**config.mk**
```make
export PLATFORM = sky130hd
export DESIGN_NAME = svic_ctrl
export DESIGN_NICKNAME = d
export VERILOG_FILES = /design/src/svic_pkg.sv /design/src/svic_ctrl.sv
export SDC_FILE = /design/constraint.sdc
export NUM_CORES = 1
export LEC_CHECK = 0
export ABC_CLOCK_PERIOD_IN_PS = 1750
export BUFFER_PORTS_ARGS = -buffer_cell sky130_fd_sc_hd__buf_2
export CORE_UTILIZATION = 30
export DETAILED_ROUTE_END_ITERATION = 12
export PLACE_DENSITY = 0.54
export SYNTH_ARGS = -nofsm -noshare
export SYNTH_HDL_FRONTEND = slang
export SYNTH_SLANG_ARGS = --single-unit
```
**constraint.sdc**
```tcl
create_clock -name clk -period 1.75 [get_ports clk]
set_input_delay 0.2625 -clock clk [delete_from_list [all_inputs] [get_ports clk]]
set_output_delay 0.2625 -clock clk [all_outputs]
set_load 0.005 [all_outputs]
```
**src/svic_pkg.sv**
```systemverilog
`timescale 1ns / 1ps
// Shared types and constants for the sprite VM instruction core.
// No dependencies; svic_ctrl, svic_dp and the top level import this package.
package svic_pkg;

    localparam int MEM_BYTES   = 4096;
    localparam int STACK_DEPTH = 16;
    localparam int SCREEN_W    = 64;
    localparam int SCREEN_H    = 32;
    localparam int ADDR_W      = 12;

    localparam logic [ADDR_W-1:0] FONT_BASE = 12'h050;
    localparam logic [ADDR_W-1:0] FONT_END  = 12'h0A0;
    localparam logic [ADDR_W-1:0] START_PC  = 12'h200;

    // 16 glyphs of 5 rows; byte k sits at bits [(79-k)*8 +: 8]
    localparam logic [639:0] FONT_ROM = {
        160'hF0909090F02060202070F010F080F0F010F010F0,
        160'h9090F01010F080F010F0F080F090F0F010204040,
        160'hF090F090F0F090F010F0F090F09090E090E090E0,
        160'hF0808080F0E0909090E0F080F080F0F080F08080
    };

    typedef enum logic [1:0] {
        CMD_LOAD = 2'd0,
        CMD_STEP = 2'd1,
        CMD_READ = 2'd2,
        CMD_NONE = 2'd3
    } command_t;

    // instruction groups, top nibble of the opcode
    localparam logic [3:0] OP_SYS         = 4'h0;
    localparam logic [3:0] OP_JUMP        = 4'h1;
    localparam logic [3:0] OP_CALL        = 4'h2;
    localparam logic [3:0] OP_SKIP_EQ_IMM = 4'h3;
    localparam logic [3:0] OP_SKIP_NE_IMM = 4'h4;
    localparam logic [3:0] OP_SKIP_EQ_REG = 4'h5;
    localparam logic [3:0] OP_SET_IMM     = 4'h6;
    localparam logic [3:0] OP_ADD_IMM     = 4'h7;
    localparam logic [3:0] OP_ALU         = 4'h8;
    localparam logic [3:0] OP_SKIP_NE_REG = 4'h9;
    localparam logic [3:0] OP_SET_INDEX   = 4'hA;
    localparam logic [3:0] OP_JUMP_V0     = 4'hB;
    localparam logic [3:0] OP_RANDOM      = 4'hC;
    localparam logic [3:0] OP_DRAW        = 4'hD;
    localparam logic [3:0] OP_KEY         = 4'hE;
    localparam logic [3:0] OP_MISC        = 4'hF;

    localparam logic [15:0] SYS_CLS = 16'h00E0;
    localparam logic [15:0] SYS_RET = 16'h00EE;

    localparam logic [3:0] ALU_MOV = 4'h0;
    localparam logic [3:0] ALU_OR  = 4'h1;
    localparam logic [3:0] ALU_AND = 4'h2;
    localparam logic [3:0] ALU_XOR = 4'h3;
    localparam logic [3:0] ALU_ADD = 4'h4;
    localparam logic [3:0] ALU_SUB = 4'h5;
    localparam logic [3:0] ALU_SHR = 4'h6;
    localparam logic [3:0] ALU_RSB = 4'h7;
    localparam logic [3:0] ALU_SHL = 4'hE;

    localparam logic [7:0] KEY_DOWN = 8'h9E;
    localparam logic [7:0] KEY_UP   = 8'hA1;

    localparam logic [7:0] FN_GET_DELAY = 8'h07;
    localparam logic [7:0] FN_WAIT_KEY  = 8'h0A;
    localparam logic [7:0] FN_SET_DELAY = 8'h15;
    localparam logic [7:0] FN_SET_SOUND = 8'h18;
    localparam logic [7:0] FN_ADD_INDEX = 8'h1E;
    localparam logic [7:0] FN_FONT      = 8'h29;
    localparam logic [7:0] FN_BCD       = 8'h33;
    localparam logic [7:0] FN_STORE     = 8'h55;
    localparam logic [7:0] FN_RESTORE   = 8'h65;

    typedef enum logic [4:0] {
        UOP_NOP,
        UOP_CLEAR,
        UOP_CAPTURE,
        UOP_LOAD,
        UOP_FETCH_HI,
        UOP_FETCH_LO,
        UOP_DECODE,
        UOP_READ_X,
        UOP_READ_Y,
        UOP_EXEC,
        UOP_DRAW_RD,
        UOP_DRAW_WR,
        UOP_DRAW_END,
        UOP_BCD,
        UOP_STORE,
        UOP_LOAD_RD,
        UOP_LOAD_WR,
        UOP_TICK,
        UOP_RESULT
    } uop_t;

    typedef struct packed {
        uop_t uop;
        logic result_load;
    } ctrl_cmd_t;

    typedef struct packed {
        logic       clear_done;
        command_t   command;
        logic [3:0] op_group;
        logic [7:0] nn;
        logic       n_zero;
        logic       draw_stop;
        logic       loop_last;
    } dp_status_t;

endpackage

```
**src/svic_ctrl.sv**
```systemverilog
`timescale 1ns / 1ps
// Sequencer of the sprite VM instruction core: steps each command through
// its micro-operations. Depends on svic_pkg.
module svic_ctrl
    import svic_pkg::*;
(
    input  logic       clk,
    input  logic       rst_n,
    input  logic       item_valid,
    output logic       item_ready,
    output logic       result_valid,
    input  logic       result_ready,
    input  dp_status_t status,
    output ctrl_cmd_t  cmd
);

    typedef enum logic [4:0] {
        ST_CLEAR,
        ST_IDLE,
        ST_DISPATCH,
        ST_LOAD,
        ST_FETCH_HI,
        ST_FETCH_LO,
        ST_DECODE,
        ST_READ_X,
        ST_READ_Y,
        ST_EXEC,
        ST_DRAW_RD,
        ST_DRAW_WR,
        ST_DRAW_END,
        ST_BCD,
        ST_STORE,
        ST_LOAD_RD,
        ST_LOAD_WR,
        ST_TICK,
        ST_RESULT
    } state_t;

    state_t state_reg;
    state_t state_next;
    logic   valid_reg;
    logic   valid_next;
    logic   slot_free;
    logic   item_fire;

    assign item_ready   = (state_reg == ST_IDLE);
    assign item_fire    = item_valid && item_ready;
    assign result_valid = valid_reg;
    assign slot_free    = !valid_reg || result_ready;

    always_comb
    begin
        state_next      = state_reg;
        valid_next      = valid_reg && !result_ready;
        cmd.uop         = UOP_NOP;
        cmd.result_load = 1'b0;
        unique case (state_reg)
            ST_CLEAR:
            begin
                cmd.uop = UOP_CLEAR;
                if (status.clear_done)
                begin
                    state_next = ST_IDLE;
                end
            end
            ST_IDLE:
            begin
                if (item_fire)
                begin
                    cmd.uop    = UOP_CAPTURE;
                    state_next = ST_DISPATCH;
                end
            end
            ST_DISPATCH:
            begin
                unique case (status.command)
                    CMD_LOAD: state_next = ST_LOAD;
                    CMD_STEP: state_next = ST_FETCH_HI;
                    default:  state_next = ST_RESULT;
                endcase
            end
            ST_LOAD:
            begin
                cmd.uop    = UOP_LOAD;
                state_next = ST_RESULT;
            end
            ST_FETCH_HI:
            begin
                cmd.uop    = UOP_FETCH_HI;
                state_next = ST_FETCH_LO;
            end
            ST_FETCH_LO:
            begin
                cmd.uop    = UOP_FETCH_LO;
                state_next = ST_DECODE;
            end
            ST_DECODE:
            begin
                cmd.uop    = UOP_DECODE;
                state_next = ST_READ_X;
            end
            ST_READ_X:
            begin
                cmd.uop    = UOP_READ_X;
                state_next = ST_READ_Y;
            end
            ST_READ_Y:
            begin
                cmd.uop    = UOP_READ_Y;
                state_next = ST_EXEC;
            end
            ST_EXEC:
            begin
                cmd.uop    = UOP_EXEC;
                state_next = ST_TICK;
                if (status.op_group == OP_DRAW)
                begin
                    state_next = status.n_zero ? ST_DRAW_END : ST_DRAW_RD;
                end
                else if (status.op_group == OP_MISC)
                begin
                    if (status.nn == FN_BCD)
                    begin
                        state_next = ST_BCD;
                    end
                    else if (status.nn == FN_STORE)
                    begin
                        state_next = ST_STORE;
                    end
                    else if (status.nn == FN_RESTORE)
                    begin
                        state_next = ST_LOAD_RD;
                    end
                end
            end
            ST_DRAW_RD:
            begin
                // stop at the bottom edge of the screen
                if (status.draw_stop)
                begin
                    state_next = ST_DRAW_END;
                end
                else
                begin
                    cmd.uop    = UOP_DRAW_RD;
                    state_next = ST_DRAW_WR;
                end
            end
            ST_DRAW_WR:
            begin
                cmd.uop    = UOP_DRAW_WR;
                state_next = status.loop_last ? ST_DRAW_END : ST_DRAW_RD;
            end
            ST_DRAW_END:
            begin
                cmd.uop    = UOP_DRAW_END;
                state_next = ST_TICK;
            end
            ST_BCD:
            begin
                cmd.uop = UOP_BCD;
                if (status.loop_last)
                begin
                    state_next = ST_TICK;
                end
            end
            ST_STORE:
            begin
                cmd.uop = UOP_STORE;
                if (status.loop_last)
                begin
                    state_next = ST_TICK;
                end
            end
            ST_LOAD_RD:
            begin
                cmd.uop    = UOP_LOAD_RD;
                state_next = ST_LOAD_WR;
            end
            ST_LOAD_WR:
            begin
                cmd.uop    = UOP_LOAD_WR;
                state_next = status.loop_last ? ST_TICK : ST_LOAD_RD;
            end
            ST_TICK:
            begin
                cmd.uop    = UOP_TICK;
                state_next = ST_RESULT;
            end
            ST_RESULT:
            begin
                // hold until the output register is free
                if (slot_free)
                begin
                    cmd.uop         = UOP_RESULT;
                    cmd.result_load = 1'b1;
                    valid_next      = 1'b1;
                    state_next      = ST_IDLE;
                end
            end
            default:
            begin
                state_next = ST_IDLE;
            end
        endcase
    end

    always_ff @(posedge clk or negedge rst_n)
    begin
        if (!rst_n)
        begin
            state_reg <= ST_CLEAR;
            valid_reg <= 1'b0;
        end
        else
        begin
            state_reg <= state_next;
            valid_reg <= valid_next;
        end
    end

endmodule

```
==> metrics.txt, run 1 <==
run status complete, but fails checks; failing checks setup timing; average wire per cell in the routed design 14.65 microns; final count of negative-setup-slack endpoints 3; half-perimeter wire length after placement 2070 microns; Hold Fails Final Rpt 0; slowest stage delay, CP 420 ps; Num CTS Buffers 3; Detailed Route Iter0 Violations 31; final global-route overflow total 0; area of combinational cells with multiple inputs 685.7 sq um; utilization after layout 52.93%; All-Layer GR Usage 21.50%; post-synth top area cell dfrtp_1; dominant combinational cell family by area after synthesis simple AND/OR/NAND/NOR gates; clock edge transition at the registers on the reported setup and hold paths 50 ps; internal power summed over all cells 1.184 mW; Die X-Extent 53.95 microns; most frequent cells in the layout 29 x buf_2, 28 x buf_4, 9 x nand2_1; maximum number of pins on one net before global-route repair 13; placement-stage worst setup slack 28.30 ps; async set-reset flop share out of synthesis 100.0%; total die area 2910 sq um; std cell rows 18; first-pass GRT wire length 4512 microns; overall routed net length 2944 microns; initial antenna violation count 0; power per standard cell area 1606 nW/um^2; Post-synth EDFFs 0; total clock sinks 6; H-tree level count 1; DR pass1 iterations 4; share of the yosys chip area belonging to registers 18.55%; flip-flop count of the largest register, all copies and words added 5; Arr. time, crit path 1510 ps; f_max 0.5657 GHz; vias 1,163; top cells by area, synth dfrtp_1 19%, nor2b_1 6.2%, a21oi_1 5.6%; effective utilization at floorplan 32.09%; routability congestion estimate from global placement 0.9175; number of global-route vias before repair 1,050; fraction of power consumed by the clock network 6.0%; post-route fraction of the period consumed by the critical path 101.0%; post-synthesis compound-gate area fraction 29.21%; total standard cell area after synthesis 809.5 sq um; total net switching power 0.9594 mW; I/O pin cnt 30; final slew viol count 0; setup slack on the worst flop-to-flop path -10 ps; Die Y-Extent 53.95 microns; Core Box Area 2522 sq um; Lkg Pwr 0.5933 nW; sequential cell fraction of total power 12.8%; Worst Setup End Kind primary output; area fraction in and, or, nand and nor cells after synthesis 40.03%; commonest register cell after synthesis dfrtp_1; count of cell types in the netlist 44; diode count 0; worst-case headroom to the max-slew limit 74.83%; clk buf depth 2; Port Buf Inserts 29; post-detailed-route count of antenna-violating nets 0; post-route worst setup slack -17.59 ps; routed via count divided by cell count 5.786; commonest non-fill, non-tap cell in the layout buf_2; Seq cells post-synth 6; switching share of power 44.76%; Worst Hold Class in -> reg; xor and xnor area share after synthesis 3.246%; later-pin clock latency in the skew report 240 ps; filler instances 249; Worst Setup Start Kind register; post-synthesis share of cell area spent on full adders, half adders and majority gates 0%; critical path's slowest cell or3b_4; cells along the critical path or3b_4 > buf_6 > o221ai_2 > buf_2; combined flip-flop and latch cell area 152.6 sq um; post-route minimum period 1768 ps; Final #Nets 195; cells after synthesis 113; Fin Clk Skew 2.621 ps; Synth top area share 18.55%; multiplexer fraction of the synthesized cell area 2.628%; area added between synthesis and finish 64.92%; Setup Crit Path Kind reg -> out; maximum vdd ir drop 0.7167 mV; number of max-cap violations 0; YS warnings 0; TritonCTS clock tree built; unrepaired setup endpoints after global routing true; transition time at the pin with the least slew margin 372.4 ps; Synth Area per Inst 7.164 sq um; Req. time, crit path 1490 ps; fraction of layout cells with a size suffix above 1 50.29%; CTS Root Cell clkbuf_4; largest fanout on the critical path 4; Syn Nets 135; number of DRC violations after detailed routing 0; portion of total power attributed to combinational logic 81.2%
kinds of logic (layout without fill, tap and decap cells):
kind of cell           count (synthesis)  after routing
AO/OA/AOI/OAI                         36             36
buffers and inverters                 12             70
multiplexers                           2              2
flip-flops                             6              6
XOR/XNOR                               3              3
AND/OR/NAND/NOR                       54             54
cells in the mapped netlist (2+ instances only):
cell	number
o211ai_1	2
xnor2_1	2
o22ai_1	2
a31oi_1	2
clkbuf_1	3
nand2b_1	3
nand4b_1	2
nand2_1	10
nor2_1	5
inv_1	3
o21ai_0	5
nor2b_1	8
buf_2	5
or3_1	3
a211oi_1	3
or4b_1	2
nor4_1	2
nand3_1	7
dfrtp_1	6
nor4bb_1	2
nor3_1	3
o21ai_1	3
a21oi_1	9
path summary, 6_finish.rpt:
path                                          start                       end  depth (start not counted)
setup / recovery           state_reg[1]$_DFFE_PN0P_                    cmd[2]                          4
hold / removal                            status[2]  state_reg[2]$_DFFE_PN0P_                          3
setup reg to reg           state_reg[0]$_DFFE_PN0P_  state_reg[1]$_DFFE_PN0P_                          6
hold reg to reg            state_reg[3]$_DFFE_PN0P_  state_reg[3]$_DFFE_PN0P_                          1
max in group asynchronous                     rst_n  state_reg[3]$_DFFE_PN0P_                          2
min in group asynchronous                     rst_n  state_reg[1]$_DFFE_PN0P_                          2
cell type report:
type | count | share of cell area (%)
Tap cell | 30 | 2.812
Inverter | 4 | 1.125
Multi-Input combinational cell | 95 | 51.36
Timing Repair Buffer | 63 | 31.58
Sequential cell | 6 | 11.43
Clock buffer | 3 | 1.687
metrics by stage:
| step | total power [mW] | TNS (ps) | hold WS, ps | instances | cell area (sq um) |
|---|---|---|---|---|---|
| after floorplan | 1.061 | 0 | -33.09 | 113 | 809.5 |
| after global placement | 1.641 | 0 | 88.98 | 187 | 1129 |
| after detailed placement | 1.631 | 0 | 90.28 | 187 | 1129 |
| after CTS | 1.974 | 0 | 294.3 | 201 | 1267 |
| after global routing | 2.296 | -376.5 | 323.2 | 201 | 1335 |
| final | 2.143 | -46.96 | 314.5 | 201 | 1335 |
power by group through the flow:
stage	Combinational, mW	Sequential (mW)	Clock (mW)
floorplan	0.839	0.223	0
global placement	1.36	0.277	0
detailed placement	1.35	0.279	0
CTS	1.59	0.254	0.130
global route	1.87	0.282	0.139
finish	1.74	0.274	0.128
critical path, delay by kind of cell, from the launching register on:
kind | cells | cell delay, ps
simple gates | 1 | 420
buf+inv | 2 | 270
flops | 1 | 410
compound gates | 1 | 170
layer usage:
layer	GRT usage [%]	vias up	share of wire [%]
li1	-	549	-
met1	25.72	532	38
met2	37.86	67	53
met3	1.695	15	5.7
met4	10.96	0	3.4
met5	0	-	0
repair_timing:
| item | CTS | global route |
|---|---|---|
| gates cloned | 0 | 0 |
| gates resized for setup | 9 | 17 |
| endpoints found under the hold margin | 6 | 0 |
| hold buffers | 1 | 0 |
| setup buffers | 10 | 1 |
| pin swaps | 4 | 4 |
| setup endpoints to repair | 4 | 8 |
(Power assumes the default switching activity.)
==> run 2, diff against run 1 <==
--- a/config.mk
+++ b/config.mk
@@ -7,9 +7,12 @@
 export LEC_CHECK = 0
 export ABC_CLOCK_PERIOD_IN_PS = 1750
 export BUFFER_PORTS_ARGS = -buffer_cell sky130_fd_sc_hd__buf_2
-export CORE_UTILIZATION = 30
+export CELL_PAD_IN_SITES_DETAIL_PLACEMENT = 0
+export CELL_PAD_IN_SITES_GLOBAL_PLACEMENT = 2
+export CORE_UTILIZATION = 25
 export DETAILED_ROUTE_END_ITERATION = 12
-export PLACE_DENSITY = 0.54
+export PLACE_DENSITY_LB_ADDON = 0.12
+export SETUP_SLACK_MARGIN = 0.5
 export SYNTH_ARGS = -nofsm -noshare
 export SYNTH_HDL_FRONTEND = slang
 export SYNTH_SLANG_ARGS = --single-unit
==> metrics.txt, run 2 (synthesized netlist as in run 1, its figures left out) <==
area post-placement 1189 sq um (was 1129 sq um); metal1 wirelength 1433 microns (was 1124 microns); later-pin clock latency in the skew report 250 ps (was 240 ps); Cells after DPL 201 (was 187); Layout Cells excl Fill 221 (was 201); unrepaired setup endpoints after global routing true (unchanged); Arr. time, crit path 1460 ps (was 1510 ps); number of global-route vias before repair 1,167 (was 1,050); Final #Nets 201 (was 195); CTS Root Cell clkbuf_4 (unchanged); Worst Hold Class in -> reg (unchanged); DR pass1 iterations 4 (unchanged); total die area 3470 sq um (was 2910 sq um); All-Layer GR Usage 20.14% (was 21.50%); total negative slack for setup checks 0 ps (was -46.96 ps); routed via count divided by cell count 5.186 (was 5.786); uppermost metal layer occupied by signal nets met4 (unchanged); Pwr Total 2.498 mW (was 2.143 mW); commonest non-fill, non-tap cell in the layout buf_4 (was buf_2); Port Buf Inserts 29 (unchanged); I/O pin cnt 30 (unchanged); Core Box Area 3053 sq um (was 2522 sq um); routability congestion estimate from global placement 0.8082 (was 0.9175); run status completed (was complete, but fails checks); Req. time, crit path 1490 ps (about the same); power per standard cell area 1623 nW/um^2 (was 1606 nW/um^2); worst-case headroom to the max-slew limit 71.11% (was 74.83%); Fin Clk Skew 2.811 ps (was 2.621 ps); total clock sinks 6 (unchanged); final slew viol count 0 (unchanged); post-route minimum period 1722 ps (was 1768 ps); Setup Crit Path Kind reg -> out (unchanged); clock edge transition at the registers on the reported setup and hold paths 50 ps (about the same); transition time at the pin with the least slew margin 427.7 ps (was 372.4 ps); cells along the critical path buf_6 > buf_6 > buf_4 > xnor2_1 > o21ai_1 > buf_2 (was or3b_4 > buf_6 > o221ai_2 > buf_2); initial antenna violation count 0 (unchanged); std cell rows 20 (was 18); final count of negative-setup-slack endpoints 0 (was 3); Hold Fails Final Rpt 0 (unchanged); clk buf depth 2 (unchanged); Die Y-Extent 58.91 microns (was 53.95 microns); diode count 0 (unchanged); Worst Setup End Kind primary output (unchanged); half-perimeter wire length after placement 2323 microns (was 2070 microns); Lkg Pwr 0.6553 nW (was 0.5933 nW); post-detailed-route count of antenna-violating nets 0 (unchanged); Routed met3 length 84 microns (was 168 microns); met2 routed WL 1747 microns (was 1549 microns); utilization after layout 50.41% (was 52.93%); area added between synthesis and finish 90.11% (was 64.92%); maximum vdd ir drop 0.5269 mV (was 0.7167 mV); TritonCTS clock tree built (unchanged); post-route cell area 1539 sq um (was 1335 sq um); final global-route overflow total 0 (unchanged); number of DRC violations after detailed routing 0 (unchanged); number of max-cap violations 0 (unchanged); buffer and inverter count on the worst path 4 (was 2); Detailed Route Iter0 Violations 25 (was 31); flip-flop count of the largest register, all copies and words added 5 (unchanged); average wire per cell in the routed design 15.24 microns (was 14.65 microns); slowest stage delay, CP 440 ps (was 420 ps); Num CTS Buffers 3 (unchanged); Worst Setup Start Kind register (unchanged); overall routed net length 3369 microns (was 2944 microns); vias 1,146 (was 1,163); cell family with most CP delay buffers and inverters (was simple AND/OR/NAND/NOR gates); largest fanout on the critical path 5 (was 4); f_max 0.5808 GHz (was 0.5657 GHz); maximum number of pins on one net before global-route repair 8 (was 13); post-route fraction of the period consumed by the critical path 98.39% (was 101.0%); cell mode on critical path buf_6; most frequent cells in the layout 30 x buf_4, 28 x buf_2, 10 x buf_6 (was 29 x buf_2, 28 x buf_4, 9 x nand2_1); first-pass GRT wire length 5250 microns (was 4512 microns); H-tree level count 1 (unchanged); effective utilization at floorplan 26.52% (was 32.09%); fraction of layout cells with a size suffix above 1 63.28% (was 50.29%); Die X-Extent 58.91 microns (was 53.95 microns); critical path's slowest cell dfrtp_2 (was or3b_4)
-- run 2: final cells by class --
class | instances | area, sq um
timing repair buffer | 69 | 488.0
inverter | 4 | 15.01
fill | 311 | 1514
sequential | 6 | 156.4
multi-input combinational | 95 | 802.0
tap | 44 | 55.05
clock buffer | 3 | 22.52
-- run 2: worst min-delay path, delay by kind of cell --
kind                   cells  cell delay (ps)
buffers and inverters      1              120
AOI/OAI and AO/OA          2              150
-- run 2: path summary, 6_finish.rpt --
path / endpoint / startpoint / cells past startpoint / slack, ps
max: cmd[1] / state_reg[0]$_DFFE_PN0P_ / 6 / 30
min: state_reg[2]$_DFFE_PN0P_ / status[15] / 3 / 320
max reg2reg: state_reg[0]$_DFFE_PN0P_ / state_reg[0]$_DFFE_PN0P_ / 6 / 30
min reg2reg: result_valid$_DFF_PN0_ / result_valid$_DFF_PN0_ / 2 / 610
max in group asynchronous: state_reg[4]$_DFFE_PN0P_ / rst_n / 2 / 1210
min in group asynchronous: state_reg[2]$_DFFE_PN0P_ / rst_n / 2 / 370
-- run 2: layer usage --
layer / GRT usage (%) / vias up
li1: - / 560
met1: 24.53 / 542
met2: 34.42 / 33
met3: 1.319 / 11
met4: 12.59 / 0
met5: 0 / -
-- run 2: timing repair --
item / CTS / global route
setup buffers: 16 / 0
setup endpoints to repair: 12 / 12
hold endpoints to repair: 6 / 0
hold buffers: 1 / 0
pin swaps: 6 / 5
gates resized for setup: 36 / 13
-- run 2: metrics by stage --
stage,setup WS (ps),hold slack (ps)
2_1_floorplan,207.4,-33.09
4_1_cts,2.709,303.4
6_report,28.12,319.3
3_3_place_gp,-1.689,91.64
5_1_grt,-34.23,353.2
3_5_place_dp,-24.48,98.81
-- run 2: power by group --
group | leakage [nW] | switching (mW) | internal [mW] | total, mW
sequential | 0.0728 | 0.104 | 0.202 | 0.306
combinational | 0.569 | 0.947 | 1.11 | 2.06
clock | 0.0138 | 0.0565 | 0.0780 | 0.135
total | 0.655 | 1.11 | 1.39 | 2.50
==> run 3, diff against run 2 <==
==> constraint.sdc (replaced) <==
create_clock -name clk -period 1.75 [get_ports clk]
set_input_delay 0.0875 -clock clk [delete_from_list [all_inputs] [get_ports clk]]
set_output_delay 0.0875 -clock clk [all_outputs]
set_load 0.005 [all_outputs]
==> metrics.txt, run 3 (synthesized netlist as in run 1, its figures left out) <==
routed via count divided by cell count 5.266 (was 5.186); I/O pin cnt 30 (unchanged); later-pin clock latency in the skew report 260 ps (was 250 ps); depth of the worst register-to-register path 6 (unchanged); unrepaired setup endpoints after global routing true (unchanged); fraction of layout cells with a size suffix above 1 58.43% (was 63.28%); Die X-Extent 58.91 microns (unchanged); number of max-cap violations 0 (unchanged); largest fanout on the critical path 6 (was 5); Worst Setup End Kind register (was primary output); area of combinational cells with multiple inputs 742.0 sq um (was 802.0 sq um); placement-stage worst setup slack -2.491 ps (was -24.48 ps); Lkg Pwr 0.6496 nW (was 0.6553 nW); run status completed (unchanged); first-pass GRT wire length 5602 microns (was 5250 microns); clock edge transition at the registers on the reported setup and hold paths 50 ps (about the same); most frequent cells in the layout 29 x buf_2, 27 x buf_4, 13 x buf_6 (was 30 x buf_4, 28 x buf_2, 10 x buf_6); DR pass1 iterations 4 (unchanged); critical path's slowest cell or4_4 (was dfrtp_2); H-tree level count 1 (unchanged); diode count 0 (unchanged); f_max 0.5940 GHz (was 0.5808 GHz); Fin Clk Skew 8.452 ps (was 2.811 ps); CTS Root Cell clkbuf_4 (unchanged); Cells after DPL 202 (was 201); half-perimeter wire length after placement 2300 microns (was 2323 microns); number of global-route vias before repair 1,200 (was 1,167); Port Buf Inserts 29 (unchanged); vias 1,169 (was 1,146); Num CTS Buffers 3 (unchanged); Setup Crit Path Kind reg -> reg (was reg -> out); Worst Hold Class in -> reg (unchanged); Final #Nets 202 (was 201); maximum number of pins on one net before global-route repair 9 (was 8); std cell rows 20 (unchanged); launch point of the worst reg-to-reg path state_reg[4]$_DFFE_PN0P_ (was state_reg[0]$_DFFE_PN0P_); commonest non-fill, non-tap cell in the layout buf_2 (was buf_4); transition time at the pin with the least slew margin 410.6 ps (was 427.7 ps); effective utilization at floorplan 26.52% (unchanged); Req. time, crit path 1930 ps (was 1490 ps); post-route worst setup slack 66.37 ps (was 28.12 ps); cells along the critical path nand2b_4 > or4_4 > buf_6 > nor2_4 > a2111oi_4 > o21ai_1 (was buf_6 > buf_6 > buf_4 > xnor2_1 > o21ai_1 > buf_2); setup slack on the worst flop-to-flop path 70 ps (was 30 ps); final count of negative-setup-slack endpoints 0 (unchanged); Layout Cells excl Fill 222 (was 221); Hold Fails Final Rpt 0 (unchanged); post-detailed-route count of antenna-violating nets 0 (unchanged); total clock sinks 6 (unchanged); All-Layer GR Usage 21.36% (was 20.14%); area added between synthesis and finish 84.54% (was 90.11%); final global-route overflow total 0 (unchanged); Detailed Route Iter0 Violations 39 (was 25); beginning of the worst hold path status[15] (unchanged); Hold Path End state_reg[2]$_DFFE_PN0P_ (unchanged); Arr. time, crit path 1870 ps (was 1460 ps); Die Y-Extent 58.91 microns (unchanged); filler instances 331 (was 311); endpoint of the worst-slack reg-to-reg timing path state_reg[1]$_DFFE_PN0P_ (was state_reg[0]$_DFFE_PN0P_); routability congestion estimate from global placement 0.8143 (was 0.8082); overall routed net length 3560 microns (was 3369 microns); flip-flop count of the largest register, all copies and words added 5 (unchanged); maximum vdd ir drop 0.7054 mV (was 0.5269 mV); post-route minimum period 1684 ps (was 1722 ps); number of DRC violations after detailed routing 0 (unchanged); average wire per cell in the routed design 16.04 microns (was 15.24 microns); clk buf depth 2 (unchanged); TritonCTS clock tree built (unchanged); Worst Setup Start Kind register (unchanged); total die area 3470 sq um (unchanged); Hold Crit Depth 3 (unchanged); combined flip-flop and latch cell area 155.1 sq um (was 156.4 sq um); final slew viol count 0 (unchanged); post-route fraction of the period consumed by the critical path 96.21% (was 98.39%); Core Box Area 3053 sq um (unchanged); power per standard cell area 1632 nW/um^2 (was 1623 nW/um^2); slowest stage delay, CP 470 ps (was 440 ps); initial antenna violation count 0 (unchanged); worst-case headroom to the max-slew limit 72.44% (was 71.11%)
run 3: where the power goes:
group / switching, mW / leakage, nW / internal [mW]
combinational: 0.924 / 0.562 / 1.08
clock: 0.0583 / 0.0138 / 0.0781
sequential: 0.103 / 0.0743 / 0.200
run 3: what timing repair did:
item | 4_1_cts | 5_1_grt
gates resized for setup | 25 | 19
hold buffers | 1 | 0
hold endpoints to repair | 6 | 0
setup buffers | 13 | 3
pin swaps | 8 | 7
endpoints found under the setup margin | 13 | 13
run 3: critical path, delay by kind of cell (launching register included):
family | cells | cell delay [ps]
buf+inv | 1 | 150
flops | 1 | 460
compound gates | 2 | 220
simple gates | 3 | 790
run 3: worst max-delay path by stage:
stage,slack (ps),cells past startpoint,end,startpoint
2_1_floorplan,210,5,state_reg[1]$_DFFE_PN0P_,state_reg[3]$_DFFE_PN0P_
3_3_place_gp,-9,5,state_reg[1]$_DFFE_PN0P_,state_reg[4]$_DFFE_PN0P_
3_5_place_dp,-2,5,state_reg[1]$_DFFE_PN0P_,state_reg[4]$_DFFE_PN0P_
4_1_cts,90,5,state_reg[1]$_DFFE_PN0P_,state_reg[4]$_DFFE_PN0P_
5_1_grt,10,7,cmd[2],state_reg[3]$_DFFE_PN0P_
6_report,70,6,state_reg[1]$_DFFE_PN0P_,state_reg[4]$_DFFE_PN0P_
run 3: area by class of cell:
type / instances / area share (%)
clock buffer: 3 / 1.508
sequential: 6 / 10.39
timing repair buffer: 70 / 33.75
multi-input combinational: 95 / 49.67
inverter: 4 / 1.005
tap: 44 / 3.685
run 3: through the flow:
stage	area, sq um	util (%)	hold WS [ps]	TNS (ps)	power, mW
after floorplan	872.1	-	-208.1	0	1.184
after CTS	1388	45.45	146.1	0	2.211
after global routing	1494	48.93	145.4	0	2.591
final	1494	48.93	140.4	0	2.439
after global placement	1191	39.02	-79.37	-9.473	1.795
after detailed placement	1191	39.02	-76.63	-2.491	1.783
run 3: routing by layer:
layer	routed length [microns]	GRT usage (%)	share of wire, %
met3	141	2.418	4.0
met4	102	8.503	2.9
met5	0	0	0
met1	1569	28.09	44
met2	1746	35.55	49
